[src/hdl/cpp_pkg.sv]
package cpp_pkg;

  // 96 quotient bits of {time, 32'b0} / period; the low 32 are the phase
  localparam int PH_STEPS = 96;
  localparam int MAX_STEPS = 32;
  localparam int ROOT_ITERS = 32;
  localparam int DIV_ITERS = 63;
  localparam logic signed [33:0] CORDIC_X0 = 34'sd652032874;

  typedef logic signed [31:0] unit_t;
  typedef logic signed [33:0] trig_t;

  typedef enum logic [2:0] {
    REG_CENTER_X = 3'd0,
    REG_CENTER_Y = 3'd1,
    REG_CENTER_Z = 3'd2,
    REG_AXIS_X   = 3'd3,
    REG_AXIS_Y   = 3'd4,
    REG_AXIS_Z   = 3'd5,
    REG_RADIUS   = 3'd6,
    REG_PERIOD   = 3'd7
  } reg_idx_e;

  // arctangent of 2^-i in units of 2^-32 turn
  function automatic logic [29:0] atan_turn(input int i);
    logic [29:0] r;
    case (i)
      0: r = 30'd536870912;
      1: r = 30'd316933406;
      2: r = 30'd167458907;
      3: r = 30'd85004756;
      4: r = 30'd42667331;
      5: r = 30'd21354465;
      6: r = 30'd10679838;
      7: r = 30'd5340245;
      8: r = 30'd2670163;
      9: r = 30'd1335087;
      10: r = 30'd667544;
      11: r = 30'd333772;
      12: r = 30'd166886;
      13: r = 30'd83443;
      14: r = 30'd41722;
      15: r = 30'd20861;
      16: r = 30'd10430;
      17: r = 30'd5215;
      18: r = 30'd2608;
      19: r = 30'd1304;
      20: r = 30'd652;
      21: r = 30'd326;
      22: r = 30'd163;
      23: r = 30'd81;
      24: r = 30'd41;
      25: r = 30'd20;
      26: r = 30'd10;
      27: r = 30'd5;
      28: r = 30'd3;
      29: r = 30'd1;
      30: r = 30'd1;
      default: r = 30'd0;
    endcase
    return r;
  endfunction

endpackage

[src/hdl/cpp_cordic.sv]
module cpp_cordic #(
  parameter int STEPS = 16
) (
  input  logic                 clk_i,
  input  logic                 rst_ni,
  input  logic                 vld_i,
  input  logic [31:0]          ang_i,
  output logic                 vld_o,
  output cpp_pkg::trig_t       cos_o,
  output cpp_pkg::trig_t       sin_o
);
  import cpp_pkg::*;

  trig_t              x_q [STEPS];
  trig_t              y_q [STEPS];
  logic signed [32:0] z_q [STEPS];
  logic [1:0]         quad_q [STEPS];
  logic               vld_q [STEPS];

  for (genvar s = 0; s < STEPS; s++) begin : g_st
    trig_t              x_p, y_p;
    logic signed [32:0] z_p, at;
    logic [1:0]         quad_p;
    logic               vld_p;

    if (s == 0) begin : g_in
      assign x_p    = CORDIC_X0;
      assign y_p    = '0;
      assign z_p    = $signed({3'b000, ang_i[29:0]});
      assign quad_p = ang_i[31:30];
      assign vld_p  = vld_i;
    end else begin : g_mid
      assign x_p    = x_q[s-1];
      assign y_p    = y_q[s-1];
      assign z_p    = z_q[s-1];
      assign quad_p = quad_q[s-1];
      assign vld_p  = vld_q[s-1];
    end

    assign at = $signed({3'b000, atan_turn(s)});

    always_ff @(posedge clk_i or negedge rst_ni) begin
      if (!rst_ni) begin
        vld_q[s] <= 1'b0;
      end else begin
        vld_q[s] <= vld_p;
      end
    end

    always_ff @(posedge clk_i) begin
      if (!z_p[32]) begin
        x_q[s] <= x_p - (y_p >>> s);
        y_q[s] <= y_p + (x_p >>> s);
        z_q[s] <= z_p - at;
      end else begin
        x_q[s] <= x_p + (y_p >>> s);
        y_q[s] <= y_p - (x_p >>> s);
        z_q[s] <= z_p + at;
      end
      quad_q[s] <= quad_p;
    end
  end

  always_comb begin
    case (quad_q[STEPS-1])
      2'd0: begin
        cos_o = x_q[STEPS-1];
        sin_o = y_q[STEPS-1];
      end
      2'd1: begin
        cos_o = -y_q[STEPS-1];
        sin_o = x_q[STEPS-1];
      end
      2'd2: begin
        cos_o = -x_q[STEPS-1];
        sin_o = -y_q[STEPS-1];
      end
      default: begin
        cos_o = y_q[STEPS-1];
        sin_o = -x_q[STEPS-1];
      end
    endcase
  end

  assign vld_o = vld_q[STEPS-1];

endmodule

[config.mk]
export PLATFORM = sky130hd
export DESIGN_NAME = cpp_cordic
export DESIGN_NICKNAME = d
export VERILOG_FILES = /design/src/hdl/cpp_pkg.sv /design/src/hdl/cpp_cordic.sv
export SDC_FILE = /design/constraint.sdc
export NUM_CORES = 2
export LEC_CHECK = 0
export BUFFER_PORTS_ARGS = -buffer_cell sky130_fd_sc_hd__buf_2
export CAP_MARGIN = 5
export CORE_ASPECT_RATIO = 0.75
export CORE_MARGIN = 2
export CORE_UTILIZATION = 60
export CTS_CLUSTER_SIZE = 30
export DETAILED_ROUTE_END_ITERATION = 12
export PLACE_DENSITY = 0.76
export SYNTH_ARGS = -nofsm -noshare
export SYNTH_HDL_FRONTEND = slang
export SYNTH_SLANG_ARGS = --single-unit
[constraint.sdc]
create_clock -name clk_i -period 6.3 [get_ports clk_i]
set_clock_uncertainty 0.2 [all_clocks]
set_input_delay 1.26 -clock clk_i [delete_from_list [all_inputs] [get_ports clk_i]]
set_output_delay 1.26 -clock clk_i [all_outputs]
set_load 0.01 [all_outputs]
==> reports/results.ini <==
[timing]
maxSlewViolCount = 7
rsz0062_at_grt = no
worst_pin_slew_ps = 1630
report.final.setup_viol = 0
slew_headroom_pct = -9.61
hold_viol_final = 0
worst_slack_ps = 365
tns_ps = 0
post-route-period-util_pct = 94.2
fmax_mhz = 168
period_minus_slack_ps = 5930

[routing]
drc = 0
postRouteAntennaNets = 0
drt-total-wl_microns = 329000
viasPerCell = 6.25
drt-pass1-iter-count = 6
routedWlPerCell_microns = 20.8
drt_iter0_markers = 11000
vias = 99000

[critical_path]
slowest_delay_ps = 480
worstSetupPathType = flip-flop to output pin
required_ps = 4840
cpMostUsedCell = or3_1
arrival_ps = 4470
crit_slowest_cell = or3b_2
start_kind = flip-flop
critPathTopFamily = simple AND/OR/NAND/NOR gates
crit_fanout = 6
endpoint_kind = output pin
path_cells = inv_1 > ha_1 > or3b_2 > or3_1 > nor3_2 > nand2_1 > or3_1 > or3_1 > nor4_1 > nand2b_1 > xor2_1 > o21ai_0 > buf_2
worstPathBufferInverterCount = 2

[logic_synthesis]
ys_seq_area_share_pct = 26.6
ys.warnings.count = 0
synth_edf_count = 0
synth_fp_nets = 14700
syn_area_per_cell_sq_um = 8.32
synthFlopType = dfxtp_1
ys_ff_latch = 1459
synth_cell_types = 91
syn_area_sq_um = 110000
synthArstFlopShare_pct = 1.10
syn-instance-count = 13200

[cts]
cts_setup_buffers = 0
cts_buffer_depth = 3
cts_tree = yes
insertion_delay_ps = 830
cts-root-buf = clkbuf_16
cts_hold_buf = 0
h-tree-depth = 4
cts_buffers = 157
cts_resized = 0
cts.sinks = 1459
clk_pin_slew_ps = 60

[place]
gp_congestion = 1.02
portBuffers = 103
dp_hpwl_microns = 267000
place_ws_ps = 611

[grt]
grt_max_degree = 100
grt_usage_pct = 34.0
grt_pass1_vias = 91100
antenna_found_initial = 24
grt_pass1_wl_microns = 516000
grt.overflow.total = 0

[run_status]
status = finished with violations
violations = max-capacitance violations, max-slew violations

[finish]
nFillCells = 15600
drive_above_1_share_pct = 4.53
nets = 14700
finish.utilization_pct = 65.0
area_delta_synth_final_pct = 7.93

[die]
die_w_microns = 499
initial_core_util_pct = 60.2
die_h_microns = 375
rows = 136
core_region_area_sq_um = 183000
ioPinCount = 104
dieArea_sq_um = 187000

[min_path]
hold_path.class = flip-flop to flip-flop

[job]
drv_cap = 1

[state kept, by name, indices dropped and copies added, names as in the netlist]
| register | flops |
|---|---|
| y_q | 477 |
| x_q | 475 |
| z_q | 459 |
| quad_q | 32 |
| g_st.vld_p | 15 |
| vld_o | 1 |
[logic make-up after synthesis]
logic type | Yosys count | synth area share, %
fa+ha+maj | 1382 | 16.0
flops | 1459 | 26.6
compound gates | 4176 | 23.8
xor+xnor | 1857 | 14.8
simple gates | 3428 | 15.0
buf+inv | 834 | 2.85
mux | 100 | 1.00
[placed cells by master, fill, tap and decap left out, types with 60 or more instances in the layout]
cell type	instances
nand4_1	132
o21bai_1	142
dfxtp_1	1427
o21a_1	181
and2_1	86
a31oi_1	181
o211ai_1	60
o21ai_0	695
buf_2	103
or3_1	82
clkbuf_16	158
buf_4	80
nor2b_1	203
a21oi_1	1534
xnor2_1	1193
ha_1	1344
xor2_1	663
and3_1	98
nand2b_1	177
o31ai_1	88
a211oi_1	123
nand3_1	244
nor2_1	1098
a21o_1	700
nand2_1	712
nor3_1	305
inv_1	516
nor4_1	87
[stage by stage]
step / hold slack (ps) / instance area (sq um) / instances
2_1_floorplan: 110 / 110000 / 13200
3_5_place_dp: 112 / 113000 / 15500
3_3_place_gp: 110 / 113000 / 15500
5_1_grt: 125 / 119000 / 15800
6_report: 122 / 119000 / 15800
4_1_cts: 116 / 119000 / 15800
[cell type report]
| class | count | area (sq um) | share of cell area [%] |
|---|---|---|---|
| multi-input cells | 10900 | 77700 | 65.4 |
| diodes | 12 | 30.0 | 0.0253 |
| clock inverters | 83 | 1350 | 1.14 |
| inverters | 520 | 1950 | 1.64 |
| clock buffers | 207 | 4340 | 3.65 |
| flip-flops and latches | 1459 | 29300 | 24.7 |
| repair buffers | 185 | 1150 | 0.966 |
| well taps | 2415 | 3020 | 2.54 |
[per-layer routing]
metal | part of all wire [%] | track usage, %
met1 | 51 | 54.3
met5 | 0.038 | 0
met3 | 11 | 8.52
met2 | 37 | 45.3
met4 | 1.6 | 5.77
[Yosys cell counts, types with 36 or more instances]
cell / instances / area, sq um
or2_2: 41 / 257
nor3_1: 305 / 1530
nor4_1: 87 / 544
o41ai_1: 42 / 368
clkbuf_1: 263 / 987
or4_1: 42 / 315
o211ai_1: 60 / 450
o21ai_0: 695 / 3480
dfxtp_1: 1443 / 28900
o21bai_1: 142 / 1070
a31oi_1: 181 / 1130
ha_1: 1344 / 16800
o31a_1: 36 / 315
a221oi_1: 39 / 342
a21o_1: 700 / 5260
a21boi_0: 49 / 368
nand4_1: 132 / 826
or3_1: 82 / 513
nand2b_1: 177 / 1110
mux2i_1: 43 / 430
xnor2_1: 1193 / 10400
o21a_1: 181 / 1360
nor2_1: 1098 / 4120
o31ai_1: 88 / 661
mux2_2: 54 / 608
a21oi_1: 1534 / 7680
fa_1: 38 / 761
a211oi_1: 123 / 923
inv_1: 516 / 1940
and3_1: 98 / 613
xor2_1: 663 / 5810
nand3_1: 244 / 1220
nand2_1: 712 / 2670
nor2b_1: 203 / 1270
buf_1: 47 / 176
and2_1: 86 / 538
[final timing paths]
kind / to / start / cells after the start / slack (ps)
worst min register to register: quad_q[0][9] / quad_q[0][7] / 0 / 120
worst max-delay path: sin_o[32] / y_q[1][238] / 13 / 370
worst max register to register: x_q[4][32] / y_q[0][113] / 16 / 440
worst min-delay path: quad_q[0][9] / quad_q[0][7] / 0 / 120
min in group asynchronous: g_st[5].vld_p / rst_ni / 1 / 180
max in group asynchronous: vld_o / rst_ni / 1 / 5410
Power is not shown: default switching activity piles up to over one toggle a cycle in this logic, so the estimate is an artifact.
